`config.mk`:
```
export PLATFORM = sky130hd
export DESIGN_NAME = sum8_command_frame_parser
export DESIGN_NICKNAME = d
export VERILOG_FILES = /design/src/hdl/sfp_pkg.sv /design/src/hdl/sum8_command_frame_parser.sv /design/src/hdl/sfp_front.sv /design/src/hdl/sfp_queue.sv /design/src/hdl/sfp_back.sv
export SDC_FILE = /design/constraint.sdc
export NUM_CORES = 1
export LEC_CHECK = 0
export BUFFER_PORTS_ARGS = -buffer_cell sky130_fd_sc_hd__buf_2
export CELL_PAD_IN_SITES_DETAIL_PLACEMENT = 1
export CELL_PAD_IN_SITES_GLOBAL_PLACEMENT = 1
export CORE_MARGIN = 5
export CORE_UTILIZATION = 40
export DETAILED_ROUTE_END_ITERATION = 8
export PLACE_DENSITY = 0.81
export SETUP_SLACK_MARGIN = 0.15
export SLEW_MARGIN = 15
export SYNTH_ARGS = -nofsm -noshare
export SYNTH_HDL_FRONTEND = slang
export SYNTH_SLANG_ARGS = --single-unit
```
`constraint.sdc`:
```
create_clock -name i_clk -period 10.5 [get_ports i_clk]
set_input_delay 1.05 -clock i_clk [delete_from_list [all_inputs] [get_ports i_clk]]
set_output_delay 1.05 -clock i_clk [all_outputs]
set_load 0.01 [all_outputs]
```
`src/hdl/sfp_pkg.sv`:
```
// ---------------------------------------------------------------------------
// sfp_pkg
// shared types and constants of the sum8 command frame parser
// ---------------------------------------------------------------------------
`default_nettype none

package sfp_pkg;

    localparam int CNT_OUT_W = 32;
    localparam int NUM_CNT   = 5;

    typedef enum logic [2:0] {
        ST_NONE     = 3'd0,
        ST_VALID    = 3'd1,
        ST_BAD_TAIL = 3'd2,
        ST_BAD_MSG  = 3'd3,
        ST_BAD_SUM  = 3'd4
    } t_status;

    typedef enum logic [2:0] {
        CFG_HDR1     = 3'd0,
        CFG_HDR2_RX  = 3'd1,
        CFG_HDR2_TX  = 3'd2,
        CFG_MSG_RX   = 3'd3,
        CFG_MSG_TX   = 3'd4,
        CFG_TAIL     = 3'd5
    } t_cfg_idx;

    localparam logic [7:0] RST_HDR1    = 8'h6B;
    localparam logic [7:0] RST_HDR2_RX = 8'h79;
    localparam logic [7:0] RST_HDR2_TX = 8'h6A;
    localparam logic [7:0] RST_MSG_RX  = 8'h81;
    localparam logic [7:0] RST_MSG_TX  = 8'h82;
    localparam logic [7:0] RST_TAIL    = 8'hFB;
    localparam logic [7:0] PAD_BYTE    = 8'h00;

    typedef struct packed {
        logic [7:0] hdr1;
        logic [7:0] hdr2_rx;
        logic [7:0] hdr2_tx;
        logic [7:0] msg_rx;
        logic [7:0] msg_tx;
        logic [7:0] tail;
    } t_cfg;

    typedef struct packed {
        t_status    status;
        logic [7:0] cmd;
    } t_job_ctl;

endpackage

`default_nettype wire

```
`src/hdl/sum8_command_frame_parser.sv`:
```
// ---------------------------------------------------------------------------
// sum8_command_frame_parser
// parses 8-byte command frames with sum8 checksum and sends reply frames
// ---------------------------------------------------------------------------
//  channel   signals                                 direction
//  input     i_valid / o_ready, i_func, i_rx_byte    in
//  output    o_valid / i_ready, o_tx_byte .. counts  out
//  config    i_cfg_we, i_cfg_idx, i_cfg_data         in, write only
//
//  a byte or clear passes through the checker combinationally and is queued (two entries)
//  the sequencer sends one transaction per cycle while i_ready is high: 1 per item, 8 per good frame
//  sustained rate is set by the sequencer
//  reset is synchronous, active low, with no clearing pass
//  input stalls only while the queue is full
// ---------------------------------------------------------------------------
`default_nettype none

module sum8_command_frame_parser #(
    parameter int COUNTER_WIDTH = 32
) (
    input  wire logic                          i_clk,
    input  wire logic                          i_rst_n,
    input  wire logic                          i_valid,
    output logic                               o_ready,
    input  wire logic                          i_func,
    input  wire logic [7:0]                    i_rx_byte,
    output logic                               o_valid,
    input  wire logic                          i_ready,
    output logic [7:0]                         o_tx_byte,
    output logic                               o_tx_valid,
    output logic                               o_last,
    output logic [2:0]                         o_frame_status,
    output logic [7:0]                         o_command_id,
    output logic [sfp_pkg::CNT_OUT_W-1:0]      o_byte_count,
    output logic [sfp_pkg::CNT_OUT_W-1:0]      o_valid_count,
    output logic [sfp_pkg::CNT_OUT_W-1:0]      o_bad_tail_count,
    output logic [sfp_pkg::CNT_OUT_W-1:0]      o_bad_msg_count,
    output logic [sfp_pkg::CNT_OUT_W-1:0]      o_bad_sum_count,
    input  wire logic                          i_cfg_we,
    input  wire logic [2:0]                    i_cfg_idx,
    input  wire logic [7:0]                    i_cfg_data
);
    import sfp_pkg::*;

    localparam int CntBits = NUM_CNT * COUNTER_WIDTH;
    localparam int JobW    = $bits(t_job_ctl) + CntBits;

    t_cfg             r_cfg;
    logic             push;
    logic             q_full;
    logic             q_valid;
    logic             q_pop;
    t_job_ctl         f_ctl;
    logic [CntBits-1:0] f_cnt;
    logic [JobW-1:0]  q_data;
    t_job_ctl         b_ctl;
    logic [CntBits-1:0] b_cnt;

    always_ff @(posedge i_clk) begin
        if (!i_rst_n) begin
            r_cfg.hdr1    <= RST_HDR1;
            r_cfg.hdr2_rx <= RST_HDR2_RX;
            r_cfg.hdr2_tx <= RST_HDR2_TX;
            r_cfg.msg_rx  <= RST_MSG_RX;
            r_cfg.msg_tx  <= RST_MSG_TX;
            r_cfg.tail    <= RST_TAIL;
        end else if (i_cfg_we) begin
            unique case (i_cfg_idx)
                CFG_HDR1:    r_cfg.hdr1    <= i_cfg_data;
                CFG_HDR2_RX: r_cfg.hdr2_rx <= i_cfg_data;
                CFG_HDR2_TX: r_cfg.hdr2_tx <= i_cfg_data;
                CFG_MSG_RX:  r_cfg.msg_rx  <= i_cfg_data;
                CFG_MSG_TX:  r_cfg.msg_tx  <= i_cfg_data;
                CFG_TAIL:    r_cfg.tail    <= i_cfg_data;
                default: begin
                end
            endcase
        end
    end

    assign o_ready = !q_full;
    assign push    = i_valid && !q_full;

    sfp_front #(
        .W (COUNTER_WIDTH)
    ) u_front (
        .i_clk     (i_clk),
        .i_rst_n   (i_rst_n),
        .i_push    (push),
        .i_func    (i_func),
        .i_rx_byte (i_rx_byte),
        .i_cfg     (r_cfg),
        .o_ctl     (f_ctl),
        .o_cnt     (f_cnt)
    );

    sfp_queue #(
        .DATA_W (JobW)
    ) u_queue (
        .i_clk   (i_clk),
        .i_rst_n (i_rst_n),
        .i_push  (push),
        .i_data  ({f_ctl, f_cnt}),
        .o_full  (q_full),
        .o_valid (q_valid),
        .o_data  (q_data),
        .i_pop   (q_pop)
    );

    assign b_ctl = q_data[JobW-1 -: $bits(t_job_ctl)];
    assign b_cnt = q_data[CntBits-1:0];

    sfp_back #(
        .W (COUNTER_WIDTH)
    ) u_back (
        .i_clk            (i_clk),
        .i_rst_n          (i_rst_n),
        .i_cfg            (r_cfg),
        .i_job_valid      (q_valid),
        .i_job_ctl        (b_ctl),
        .i_job_cnt        (b_cnt),
        .o_pop            (q_pop),
        .o_valid          (o_valid),
        .i_ready          (i_ready),
        .o_tx_byte        (o_tx_byte),
        .o_tx_valid       (o_tx_valid),
        .o_last           (o_last),
        .o_frame_status   (o_frame_status),
        .o_command_id     (o_command_id),
        .o_byte_count     (o_byte_count),
        .o_valid_count    (o_valid_count),
        .o_bad_tail_count (o_bad_tail_count),
        .o_bad_msg_count  (o_bad_msg_count),
        .o_bad_sum_count  (o_bad_sum_count)
    );

endmodule

`default_nettype wire

```
`src/hdl/sfp_front.sv`:
```
// ---------------------------------------------------------------------------
// sfp_front
// byte hunter, frame checker and statistics counters
// ---------------------------------------------------------------------------
`default_nettype none

module sfp_front #(
    parameter int W = 32
) (
    input  wire logic                               i_clk,
    input  wire logic                               i_rst_n,
    input  wire logic                               i_push,
    input  wire logic                               i_func,
    input  wire logic [7:0]                         i_rx_byte,
    input  wire sfp_pkg::t_cfg                      i_cfg,
    output sfp_pkg::t_job_ctl                       o_ctl,
    output logic [sfp_pkg::NUM_CNT*W-1:0]           o_cnt
);
    import sfp_pkg::*;

    typedef enum logic [2:0] {
        PH_IDLE  = 3'b001,
        PH_HEAD2 = 3'b010,
        PH_DATA  = 3'b100
    } t_phase;

    localparam logic [W-1:0] CntOne  = W'(1);
    localparam logic [W-1:0] CntZero = '0;
    localparam logic [2:0]   FillMsg = 3'd3;
    localparam logic [2:0]   FillCmd = 3'd4;
    localparam logic [2:0]   FillSum = 3'd5;
    localparam logic [2:0]   FillChk = 3'd6;
    localparam logic [2:0]   FillEnd = 3'd7;
    localparam logic [2:0]   FillFirst = 3'd2;

    t_phase     r_phase, n_phase;
    logic [2:0] r_fill, n_fill;
    logic [7:0] r_sum, n_sum;
    logic [7:0] r_msg, n_msg;
    logic [7:0] r_cmdb, n_cmdb;
    logic [7:0] r_chk, n_chk;
    logic [7:0] r_cmd, n_cmd;
    logic [W-1:0] r_bytes, n_bytes;
    logic [W-1:0] r_good, n_good;
    logic [W-1:0] r_tail, n_tail;
    logic [W-1:0] r_msgbad, n_msgbad;
    logic [W-1:0] r_sumbad, n_sumbad;
    t_status    status;

    always_comb begin
        n_phase  = r_phase;
        n_fill   = r_fill;
        n_sum    = r_sum;
        n_msg    = r_msg;
        n_cmdb   = r_cmdb;
        n_chk    = r_chk;
        n_cmd    = r_cmd;
        n_bytes  = r_bytes;
        n_good   = r_good;
        n_tail   = r_tail;
        n_msgbad = r_msgbad;
        n_sumbad = r_sumbad;
        status   = ST_NONE;
        if (i_push) begin
            if (i_func) begin
                n_bytes  = CntZero;
                n_good   = CntZero;
                n_tail   = CntZero;
                n_msgbad = CntZero;
                n_sumbad = CntZero;
                n_cmd    = PAD_BYTE;
            end else begin
                n_bytes = r_bytes + CntOne;
                unique case (r_phase)
                    PH_IDLE: begin
                        if (i_rx_byte == i_cfg.hdr1) begin
                            n_sum   = i_rx_byte;
                            n_phase = PH_HEAD2;
                        end
                    end
                    PH_HEAD2: begin
                        if (i_rx_byte == i_cfg.hdr2_rx) begin
                            n_sum   = r_sum + i_rx_byte;
                            n_fill  = FillFirst;
                            n_phase = PH_DATA;
                        end else if (i_rx_byte == i_cfg.hdr1) begin
                            n_sum = i_rx_byte;
                        end else begin
                            n_phase = PH_IDLE;
                        end
                    end
                    PH_DATA: begin
                        n_fill = r_fill + 3'd1;
                        if (r_fill <= FillSum) begin
                            n_sum = r_sum + i_rx_byte;
                        end
                        if (r_fill == FillMsg) begin
                            n_msg = i_rx_byte;
                        end
                        if (r_fill == FillCmd) begin
                            n_cmdb = i_rx_byte;
                        end
                        if (r_fill == FillChk) begin
                            n_chk = i_rx_byte;
                        end
                        if (r_fill == FillEnd) begin
                            n_phase = PH_IDLE;
                            if (i_rx_byte != i_cfg.tail) begin
                                n_tail = r_tail + CntOne;
                                status = ST_BAD_TAIL;
                            end else if (r_msg != i_cfg.msg_rx) begin
                                n_msgbad = r_msgbad + CntOne;
                                status   = ST_BAD_MSG;
                            end else if (r_sum != r_chk) begin
                                n_sumbad = r_sumbad + CntOne;
                                status   = ST_BAD_SUM;
                            end else begin
                                n_cmd  = r_cmdb;
                                n_good = r_good + CntOne;
                                status = ST_VALID;
                            end
                        end
                    end
                    default: begin
                        n_phase = PH_IDLE;
                    end
                endcase
            end
        end
    end

    always_ff @(posedge i_clk) begin
        if (!i_rst_n) begin
            r_phase  <= PH_IDLE;
            r_fill   <= 3'd0;
            r_cmd    <= PAD_BYTE;
            r_bytes  <= CntZero;
            r_good   <= CntZero;
            r_tail   <= CntZero;
            r_msgbad <= CntZero;
            r_sumbad <= CntZero;
        end else begin
            r_phase  <= n_phase;
            r_fill   <= n_fill;
            r_cmd    <= n_cmd;
            r_bytes  <= n_bytes;
            r_good   <= n_good;
            r_tail   <= n_tail;
            r_msgbad <= n_msgbad;
            r_sumbad <= n_sumbad;
        end
    end

    always_ff @(posedge i_clk) begin
        r_sum  <= n_sum;
        r_msg  <= n_msg;
        r_cmdb <= n_cmdb;
        r_chk  <= n_chk;
    end

    assign o_ctl.status = status;
    assign o_ctl.cmd    = n_cmd;
    assign o_cnt        = {n_sumbad, n_msgbad, n_tail, n_good, n_bytes};

    // data collection always starts past the two header bytes
    a_fill_range: assert property (@(posedge i_clk) disable iff (!i_rst_n)
        (r_phase == PH_DATA) |-> (r_fill != 3'd0 && r_fill != 3'd1))
        else $error("fill position below first data byte");

    a_good_count: assert property (@(posedge i_clk) disable iff (!i_rst_n)
        (i_push && !i_func && status == ST_VALID) |=> (r_good == $past(r_good) + CntOne))
        else $error("valid frame not counted");

    a_clear: assert property (@(posedge i_clk) disable iff (!i_rst_n)
        (i_push && i_func) |=> (r_bytes == CntZero && r_cmd == PAD_BYTE && r_good == CntZero))
        else $error("clear left statistics behind");

endmodule

`default_nettype wire

```
`src/hdl/sfp_queue.sv`:
```
// ---------------------------------------------------------------------------
// sfp_queue
// two-entry job queue between frame checker and reply sequencer
// ---------------------------------------------------------------------------
`default_nettype none

module sfp_queue #(
    parameter int DATA_W = 8
) (
    input  wire logic              i_clk,
    input  wire logic              i_rst_n,
    input  wire logic              i_push,
    input  wire logic [DATA_W-1:0] i_data,
    output logic                   o_full,
    output logic                   o_valid,
    output logic [DATA_W-1:0]      o_data,
    input  wire logic              i_pop
);
    logic [DATA_W-1:0] r_mem [0:1];
    logic              r_wptr, r_rptr;
    logic [1:0]        r_count;

    always_ff @(posedge i_clk) begin
        if (!i_rst_n) begin
            r_wptr  <= 1'b0;
            r_rptr  <= 1'b0;
            r_count <= 2'd0;
        end else begin
            if (i_push) begin
                r_wptr <= ~r_wptr;
            end
            if (i_pop) begin
                r_rptr <= ~r_rptr;
            end
            case ({i_push, i_pop})
                2'b10:   r_count <= r_count + 2'd1;
                2'b01:   r_count <= r_count - 2'd1;
                default: r_count <= r_count;
            endcase
        end
    end

    always_ff @(posedge i_clk) begin
        if (i_push) begin
            r_mem[r_wptr] <= i_data;
        end
    end

    assign o_full  = r_count[1];
    assign o_valid = (r_count != 2'd0);
    assign o_data  = r_mem[r_rptr];

endmodule

`default_nettype wire

```
`src/hdl/sfp_back.sv`:
```
// ---------------------------------------------------------------------------
// sfp_back
// result sequencer: one status transaction or an eight-byte reply frame
// ---------------------------------------------------------------------------
`default_nettype none

module sfp_back #(
    parameter int W = 32
) (
    input  wire logic                               i_clk,
    input  wire logic                               i_rst_n,
    input  wire sfp_pkg::t_cfg                      i_cfg,
    input  wire logic                               i_job_valid,
    input  wire sfp_pkg::t_job_ctl                  i_job_ctl,
    input  wire logic [sfp_pkg::NUM_CNT*W-1:0]      i_job_cnt,
    output logic                                    o_pop,
    output logic                                    o_valid,
    input  wire logic                               i_ready,
    output logic [7:0]                              o_tx_byte,
    output logic                                    o_tx_valid,
    output logic                                    o_last,
    output logic [2:0]                              o_frame_status,
    output logic [7:0]                              o_command_id,
    output logic [sfp_pkg::CNT_OUT_W-1:0]           o_byte_count,
    output logic [sfp_pkg::CNT_OUT_W-1:0]           o_valid_count,
    output logic [sfp_pkg::CNT_OUT_W-1:0]           o_bad_tail_count,
    output logic [sfp_pkg::CNT_OUT_W-1:0]           o_bad_msg_count,
    output logic [sfp_pkg::CNT_OUT_W-1:0]           o_bad_sum_count
);
    import sfp_pkg::*;

    localparam logic [2:0] IdxLast = 3'd7;

    logic                 r_busy;
    logic [2:0]           r_idx;
    t_job_ctl             r_ctl;
    logic [NUM_CNT*W-1:0] r_cnt;
    logic                 is_reply;
    logic                 done;
    logic [7:0]           reply_sum;
    logic [7:0]           reply_byte;

    assign is_reply  = (r_ctl.status == ST_VALID);
    assign o_last    = !is_reply || (r_idx == IdxLast);
    assign done      = r_busy && i_ready && o_last;
    assign o_pop     = i_job_valid && (!r_busy || done);
    assign reply_sum = i_cfg.hdr1 + i_cfg.hdr2_tx + i_cfg.msg_tx + r_ctl.cmd;

    always_comb begin
        unique case (r_idx)
            3'd0:    reply_byte = i_cfg.hdr1;
            3'd1:    reply_byte = i_cfg.hdr2_tx;
            3'd2:    reply_byte = PAD_BYTE;
            3'd3:    reply_byte = i_cfg.msg_tx;
            3'd4:    reply_byte = r_ctl.cmd;
            3'd5:    reply_byte = PAD_BYTE;
            3'd6:    reply_byte = reply_sum;
            default: reply_byte = i_cfg.tail;
        endcase
    end

    always_ff @(posedge i_clk) begin
        if (!i_rst_n) begin
            r_busy <= 1'b0;
            r_idx  <= 3'd0;
        end else if (o_pop) begin
            r_busy <= 1'b1;
            r_idx  <= 3'd0;
        end else if (done) begin
            r_busy <= 1'b0;
        end else if (r_busy && i_ready) begin
            r_idx <= r_idx + 3'd1;
        end
    end

    always_ff @(posedge i_clk) begin
        if (o_pop) begin
            r_ctl <= i_job_ctl;
            r_cnt <= i_job_cnt;
        end
    end

    assign o_valid          = r_busy;
    assign o_tx_valid       = is_reply;
    assign o_tx_byte        = is_reply ? reply_byte : PAD_BYTE;
    assign o_frame_status   = r_ctl.status;
    assign o_command_id     = r_ctl.cmd;
    assign o_byte_count     = CNT_OUT_W'(r_cnt[0*W +: W]);
    assign o_valid_count    = CNT_OUT_W'(r_cnt[1*W +: W]);
    assign o_bad_tail_count = CNT_OUT_W'(r_cnt[2*W +: W]);
    assign o_bad_msg_count  = CNT_OUT_W'(r_cnt[3*W +: W]);
    assign o_bad_sum_count  = CNT_OUT_W'(r_cnt[4*W +: W]);

    a_drain: assert property (@(posedge i_clk) disable iff (!i_rst_n)
        (o_valid && i_ready && o_last && !i_job_valid) |=> !o_valid)
        else $error("output stays valid after final transaction");

    a_reply_cont: assert property (@(posedge i_clk) disable iff (!i_rst_n)
        (o_valid && o_tx_valid && !o_last && i_ready) |=> (o_valid && o_tx_valid))
        else $error("reply frame cut short");

endmodule

`default_nettype wire
```
==> impl_metrics.ini, run 1 <==
[synthesis]
ys_types = 72
seq_area_frac_synth = 0.650
synth_warnings = 0
synth_area_sq_mm = 0.0323
async_flop_share = 0
synthFlopType = edfxtp_1
synth_fp_nets = 2620
syn_inst = 2548
synth-edff-count = 545
ys_ff_latch = 775
avgSynthCellArea_sq_um = 12.7

[final_layout]
fillers = 8295
layout_common_cells = edfxtp_1, nor2_1, nand2_1
fin_nets = 2823
multiInputGateArea_sq_mm = 0.0106
final_cells = 3882
antennaDiodeCount = 0
final_cell_area_sq_mm = 0.0372
synthToLayoutAreaGrowth_pct = 15.4
drive_above_1_share = 0.196
final_common_cell = edfxtp_1
seq_area_sq_mm = 0.0210

[floorplanning]
rows = 104
core_area_sq_mm = 0.0803
initial_core_util = 0.402
io_pins = 208
chipHeight_um = 294
dieWidth_um = 294
die_area_sq_mm = 0.0864

[clock_network]
cts_buffers = 83
cts-root-buf = clkbuf_16
clockBufferDepth = 3
cts.clk_slew.worst_paths_ns = 0.06
clk_latency_ns = 0.66
post_cts_resized = 0
cts_tree = built
ctsHoldBuffers = 0
post-cts-setup-buffers = 0
cts_sinks = 775
h-tree-depth = 3

[route]
initialDrtViolationCount = 1553
detail-route-antenna-nets = 0
finalWirelength_um = 86100
remaining_drc_errors = 0
wl_per_cell_um = 22.2
vias = 21200
drtPass1Iterations = 5
vias_per_cell = 5.47

[sta]
skew_ns = 0.0426
period_share = 0.478
final_hold_viol_count = 0
min_period_ns = 5.02
tightest_slew_ns = 1.19
rsz0062_at_grt = no
holdWs_ns = 0.481
setup_viol = 0
relSlewSlack = 0.202
setup_tns_ns = 0
maxSlewViolCount = 0
fmax_ghz = 0.199

[grt]
grtUsageMet2 = 0.352
grt_use_met3 = 0.0300
overflow = 0
track_usage = 0.195
grt_start_max_net_pins = 174
grt_pass1_vias = 22700
grtUsageMet1 = 0.240
grt_pass1_wl_um = 133000
antenna_found_initial = 3
top_usage_layer = met2

[min_path]
hold_class = register to register

[placement]
dp.cells = 3725
port_buffers = 207
dpl_cell_area_sq_mm = 0.0344
place.gp.congestion = 0.874
hpwl_um = 56200

[critical_path]
startpoint_type = register
crit_arrival_ns = 3.97
critPathTopFamily = simple AND/OR/NAND/NOR gates
critPathMaxFanout = 21
critPathKind = register to output pin
cpPeakStageDelay_ns = 1.01
cp_slowest_cell = nor4_1
crit_chain = inv_1 -> ha_1 -> nor4_1 -> a22oi_1 -> a31oi_1 -> buf_2
critPathBufInv = 2
endpoint_kind = output pin
worstPathRequired_ns = 9.45

[run]
maxCapViolCount = 0

[power]
p_per_area_mw_per_mm2 = 230
total_power_mw = 8.56
vdd_drop_max_uv = 149
power.leakage_nw = 13.2

[outcome]
outcome = complete, no violations
## worst register-to-register path: cells and delay by family (launching register included)
kind          cells  cell delay (ns)
flops             1             0.42
simple gates      5             2.71
fa+ha+maj         2             0.44
xor+xnor          1             0.24
## layer usage
metal | up-vias | part of all wire
li1 | 9676 | -
met1 | 10800 | 0.40
met2 | 637 | 0.52
met3 | 130 | 0.053
met4 | 0 | 0.028
met5 | - | 0
## registers in the layout, summed over array words and instances (netlist names), 32 cells and up
register and cells:
u_queue.r_mem 342, u_front.r_msgbad 32, u_back.r_cnt 160, u_front.r_good 32, r_cfg 48, u_front.r_tail 32
u_front.r_bytes 32, u_front.r_sumbad 32
## final cells by class
type,instances,area share
multi-input cells,1583,0.285
inverters,76,0.00766
repair buffers,232,0.0337
clock inverters,42,0.0136
flip-flops and latches,775,0.563
clock buffers,114,0.0611
well taps,1060,0.0356
## power by group
part	internal (mW)	switching (mW)	leakage [nW]
combinational	0.566	0.958	4.73
clock	1.71	1.25	1.35
sequential	3.87	0.203	7.10
## cells by family (layout without fill, tap and decap cells)
logic type | Yosys count | count (layout) | share of synthesized area
buffers and inverters | 190 | 464 | 0.0224
muxes | 221 | 221 | 0.0753
AOI/OAI and AO/OA | 244 | 244 | 0.0502
DFF | 775 | 775 | 0.650
and+or+nand+nor | 915 | 915 | 0.138
xor gates and xnor gates | 156 | 156 | 0.0424
adders and majority gates | 47 | 47 | 0.0217
## final timing paths
check | depth (start not counted) | slack, ns | endpoint | from
min | 2 | 0.48 | r_cfg[18] | r_cfg[18]
max | 6 | 5.48 | o_tx_byte[0] | u_back.r_idx[2]
min reg2reg | 2 | 0.48 | r_cfg[18] | r_cfg[18]
max reg2reg | 8 | 6.41 | u_queue.r_mem[0][124] | u_front.r_fill[0]
## Yosys cell counts (33+ instances only)
cell type,count,area (sq um)
inv_1,75,282
nor2_1,259,972
and3_1,36,225
edfxtp_1,545,16400
xor2_1,71,622
a21oi_1,53,265
nand3_1,95,475
xnor2_1,85,744
dfxtp_1,230,4600
o21ai_0,55,275
mux2i_1,47,470
nor3_1,55,275
mux2_2,174,1960
clkbuf_1,92,345
nor4_1,42,263
and2_1,33,206
nand2_1,233,875
nand4_1,53,332
## stage by stage
stage / setup WS (ns) / utilization
2_1_floorplan: 0.370 / -
3_3_place_gp: 6.18 / 0.429
3_5_place_dp: 6.03 / 0.429
4_1_cts: 5.57 / 0.463
5_1_grt: 5.38 / 0.464
6_report: 5.48 / 0.464
No activity file was read; power rests on OpenSTA's default activity.
==> inputs of run 2 (changes only) <==
- clock period: 10.5 -> 4.2 ns (I/O delays scaled with it)
==> run 2 against run 1 <==
Die area stayed put. Cell count is 0.44% higher. Count of clock-buffer cells in the layout is 2 lower.
==> impl_metrics.ini, run 2 (same netlist as run 1, synthesis figures left out) <==
[grt]
grt_start_max_net_pins = 118
grt_pass1_wl_um = 129000
grt_pass1_vias = 22700
antenna_found_initial = 3
overflow = 0
track_usage = 0.188

[clock_network]
cts_tree = built
cts-root-buf = clkbuf_16
cts_sinks = 775
clk_latency_ns = 0.65
cts.clk_slew.worst_paths_ns = 0.06
h-tree-depth = 3
clockBufferDepth = 3
ctsHoldBuffers = 0
cts_buffers = 81

[sta]
fmax_ghz = 0.247
rsz0062_at_grt = yes
period_share = 0.964
setup_tns_ns = 0
tightest_slew_ns = 1.06
setup_viol = 0
skew_ns = 0.0446
final_hold_viol_count = 0
maxSlewViolCount = 0
min_period_ns = 4.05
relSlewSlack = 0.288

[power]
total_power_mw = 21.3
power.leakage_nw = 13.3
clockPowerShare = 0.337
combPwrFrac = 0.185
p_switching_mw = 5.96
intPower_mw = 15.3
vdd_drop_max_uv = 423
p_per_area_mw_per_mm2 = 567
swShare = 0.280
seq_power_share = 0.478

[floorplanning]
core_area_sq_mm = 0.0803
initial_core_util = 0.402
chipHeight_um = 294
io_pins = 208
rows = 104
die_area_sq_mm = 0.0864
dieWidth_um = 294

[critical_path]
endpoint_kind = output pin
reg2reg_to = u_queue.r_mem[0][127]
worstPathRequired_ns = 3.78
critPathKind = register to output pin
worstReg2RegStart = u_front.r_fill[0]
startpoint_type = register
r2r_cells = 9
crit_arrival_ns = 3.63
rrSetupSlack_ns = 0.62
critPathMaxFanout = 2

[final_layout]
fin_nets = 2841
final_cells = 3899
synthToLayoutAreaGrowth_pct = 16.3
post-route-util = 0.467
final_common_cell = edfxtp_1
drive_above_1_share = 0.210
layout_common_cells = edfxtp_1, nor2_1, nand2_1
largest-register = u_queue.r_mem
largestRegisters = u_queue.r_mem (342), u_back.r_cnt (160), r_cfg (48)
largest_reg_flops = 342

[route]
remaining_drc_errors = 0
detail-route-antenna-nets = 0
finalWirelength_um = 83100
vias = 21100
vias_per_cell = 5.42
initialDrtViolationCount = 1373
wl_per_cell_um = 21.3
drtPass1Iterations = 5

[run]
maxCapViolCount = 0

[min_path]
hold_class = input port to register
min_delay_path_depth = 3
hold_path.startpoint = i_cfg_data[7]
hold_end = r_cfg[31]

[placement]
port_buffers = 207
hpwl_um = 56300
place.gp.congestion = 0.880
dp.cells = 3741

[outcome]
outcome = complete, no violations
[run 2: cell types whose count changed in the layout (fill, tap and decap cells not counted), sizes merged]
cell      previous run  this run
clkinv              29        33
buf                232       252
bufinv               7         5
clkbuf             114       112
diode                0         1
clkinvlp             3         0
inv                 79        78
[run 2: layer usage]
layer  up-vias  share of wire  GRT usage
li1       9708              -          -
met3       153          0.056     0.0352
met1     10700           0.41      0.233
met5         -              0          0
met4         0          0.028     0.0616
met2       558           0.51      0.333
[run 2: how the worst max path moves through the flow]
stage,startpoint,to,cells after the start
after floorplan,u_back.o_frame_status[0],u_queue.r_count[1],8
after global placement,r_cfg[41],o_tx_byte[2],13
after detailed placement,i_rx_byte[2],u_queue.r_mem[1][166],7
after CTS,r_cfg[41],o_tx_byte[2],13
after global routing,r_cfg[41],o_tx_byte[2],13
final,r_cfg[41],o_tx_byte[2],13
[run 2: worst max-delay path, stage by stage, from the launching register on]
cell	delay, ns
dfxtp_2	0.33
inv_2	0.05
fa_1	0.55
fa_1	0.42
inv_1	0.07
ha_2	0.18
inv_2	0.04
fa_2	0.52
inv_2	0.04
a221oi_2	0.23
nor2_1	0.08
a221oi_2	0.26
nor2_1	0.07
buf_2	0.15
[run 2: per-stage QoR]
step                area (sq um)  hold WS, ns  setup WS [ns]
floorplan                  32300        0.450         -0.280
global placement           34700        0.463          0.611
detailed placement         34700        0.469          0.617
CTS                        37400       0.0487          0.143
global route               37500       0.0816       -0.00325
finish                     37500       0.0977          0.153
[run 2: what timing repair did]
action / 4_1_cts / 5_1_grt
pin swaps: 5 / 15
setup endpoints to repair: 6 / 6
setup buffers: 2 / 3
gates resized for setup: 13 / 15
[run 2: power by group through the flow]
stage / clock, mW / sequential, mW / combinational, mW
detailed placement: 0 / 10.3 / 3.93
global route: 7.71 / 10.3 / 4.27
global placement: 0 / 10.3 / 3.83
floorplan: 0 / 10.5 / 2.03
CTS: 7.35 / 10.2 / 3.99
finish: 7.17 / 10.2 / 3.94
[run 2: final cells by class]
| cell class | count | area [sq um] |
|---|---|---|
| Multi-Input combinational cell | 1583 | 10700 |
| Sequential cell | 775 | 21000 |
| Timing Repair Buffer | 252 | 1510 |
| Tap cell | 1060 | 1330 |
| Clock buffer | 112 | 2280 |
| Antenna cell | 1 | 2.50 |
| Clock inverter | 40 | 409 |
| Fill cell | 8280 | 42800 |
| Inverter | 76 | 288 |
==> inputs of run 3 (changes only) <==
- CORE_UTILIZATION: 40 -> 45
- PLACE_DENSITY: 0.81 -> 0.88
==> run 3 against run 2 <==
Global-route usage is 2.9 points higher. Critical endpoint is now o_tx_byte[7]. Core utilization is 5.4 points higher. Via count is 1.8% higher. Cell area is 0.98% lower. Sequential cell count stayed put. Worst setup slack worse by 0.019 ns. Register-to-register slack worse by 0.09 ns. Hold slack better by 0.012 ns.
==> impl_metrics.ini, run 3 (same netlist as run 1, synthesis figures left out) <==
[outcome]
outcome = complete, no violations

[sta]
maxSlewViolCount = 0
fmax_ghz = 0.246
rsz0062_at_grt = yes
skew_ns = 0.0469
layout_setup_ws_ns = 0.133
period_share = 0.968
final_hold_viol_count = 0
min_period_ns = 4.07
relSlewSlack = 0.273
tightest_slew_ns = 1.09
setup_viol = 0

[clock_network]
cts_buffers = 80
cts.clk_slew.worst_paths_ns = 0.06
h-tree-depth = 3
cts-root-buf = clkbuf_16
clk_latency_ns = 0.64
cts_tree = built
clockBufferDepth = 3
cts_sinks = 775

[critical_path]
r2r_cells = 9
startpoint_type = register
endpoint_kind = output pin
reg2reg_to = u_queue.r_mem[0][118]
crit_end = o_tx_byte[7]
crit_start = r_cfg[41]
crit_arrival_ns = 3.65
critPathKind = register to output pin
worstPathRequired_ns = 3.78
rrSetupSlack_ns = 0.53
worstReg2RegStart = u_front.r_fill[1]
critPathMaxFanout = 2

[route]
wl_per_cell_um = 22.9
drtPass1Iterations = 4
drt-met1-wl_um = 35100
detail-route-antenna-nets = 0
route.met2.wl_um = 44500
vias_per_cell = 5.69
remaining_drc_errors = 0
vias = 21500
finalWirelength_um = 86700
top_layer_used = met4
wl_met3_um = 4550
initialDrtViolationCount = 1291

[final_layout]
final_cells = 3780
largestRegisters = u_queue.r_mem (342), u_back.r_cnt (160), r_cfg (48)
drive_above_1_share = 0.209
largest-register = u_queue.r_mem
fillers = 7315
largest_reg_flops = 342
final_cell_area_sq_mm = 0.0371
synthToLayoutAreaGrowth_pct = 15.1
layout_common_cells = edfxtp_1, nor2_1, nand2_1
fin_nets = 2835
final_common_cell = edfxtp_1

[placement]
hpwl_um = 57600
dp.cells = 3629
port_buffers = 207
pre_cts_ws_ns = 0.676
place.gp.congestion = 0.883
dpl_cell_area_sq_mm = 0.0345

[grt]
antenna_found_initial = 1
grt_pass1_wl_um = 134000
grt_start_max_net_pins = 151
track_usage = 0.217
overflow = 0
grt_pass1_vias = 23200

[power]
power.leakage_nw = 13.2
vdd_drop_max_uv = 416
p_per_area_mw_per_mm2 = 568

[floorplanning]
die_area_sq_mm = 0.0771
rows = 98
io_pins = 208
initial_core_util = 0.453
dieWidth_um = 278
chipHeight_um = 278
core_area_sq_mm = 0.0712

[run]
maxCapViolCount = 0

[min_path]
hold_class = input port to register
run 3: cell count changes in the layout (fill, tap and decap cells not counted), sizes merged:
cell / previous run / this run
clkbuf: 112 / 102
clkinv: 33 / 35
clkinvlp: 0 / 4
buf: 252 / 247
run 3: timing repair:
action                                  CTS  global route
endpoints found under the setup margin    5             6
gates cloned                              0             0
pin swaps                                 8             5
resized for setup                        11             7
setup buffers                             1             1
hold buffers                              0             0
run 3: stage by stage:
stage / util / power, mW / hold slack [ns] / setup TNS, ns
floorplan: - / 12.5 / 0.450 / -0.364
global placement: 0.484 / 14.0 / 0.462 / 0
detailed placement: 0.484 / 14.2 / 0.470 / 0
CTS: 0.521 / 21.3 / 0.0760 / 0
global route: 0.521 / 22.0 / 0.109 / 0
finish: 0.521 / 21.1 / 0.110 / 0
run 3: final cells by class:
class | instances | area [sq um] | area share
Tap cell | 950 | 1190 | 0.0320
Inverter | 76 | 288 | 0.00775
Clock inverter | 46 | 454 | 0.0122
Clock buffer | 102 | 2130 | 0.0575
Antenna cell | 1 | 2.50 | 0.0000674
Timing Repair Buffer | 247 | 1400 | 0.0377
Sequential cell | 775 | 21000 | 0.565
Multi-Input combinational cell | 1583 | 10700 | 0.288
run 3: worst max-delay path, stage by stage, from the launching register on:
cell      delay [ns]
dfxtp_2         0.33
inv_2           0.05
fa_1            0.56
fa_1            0.42
inv_1           0.08
ha_2            0.19
inv_2           0.04
fa_2            0.37
nor2b_2         0.19
nor3_2          0.07
o21bai_1        0.18
a21oi_1         0.10
xnor2_1         0.13
o22ai_1         0.14
buf_2           0.17
run 3: metal layers:
layer / GRT usage / vias up
li1: - / 9688
met1: 0.272 / 11000
met2: 0.386 / 655
met3: 0.0338 / 158
met4: 0.0727 / 0
met5: 0 / -
run 3: worst min path at each step:
stage / from / end / slack [ns] / cells past startpoint
floorplan: u_front.r_cmd[0] / u_front.r_cmd[0] / 0.45 / 1
global placement: u_front.r_cmd[7] / u_front.r_cmd[7] / 0.46 / 1
detailed placement: u_front.r_cmd[5] / u_front.r_cmd[5] / 0.47 / 1
CTS: i_cfg_data[7] / r_cfg[47] / 0.08 / 3
global route: i_cfg_data[7] / r_cfg[47] / 0.11 / 3
finish: i_cfg_data[7] / r_cfg[47] / 0.11 / 3
run 3: where the power goes:
group	internal [mW]	leakage, nW	switching [mW]	total [mW]
registers	9.68	7.10	0.551	10.2
clock network	3.95	1.27	3.03	6.98
logic	1.45	4.82	2.41	3.86
total	15.1	13.2	5.99	21.1
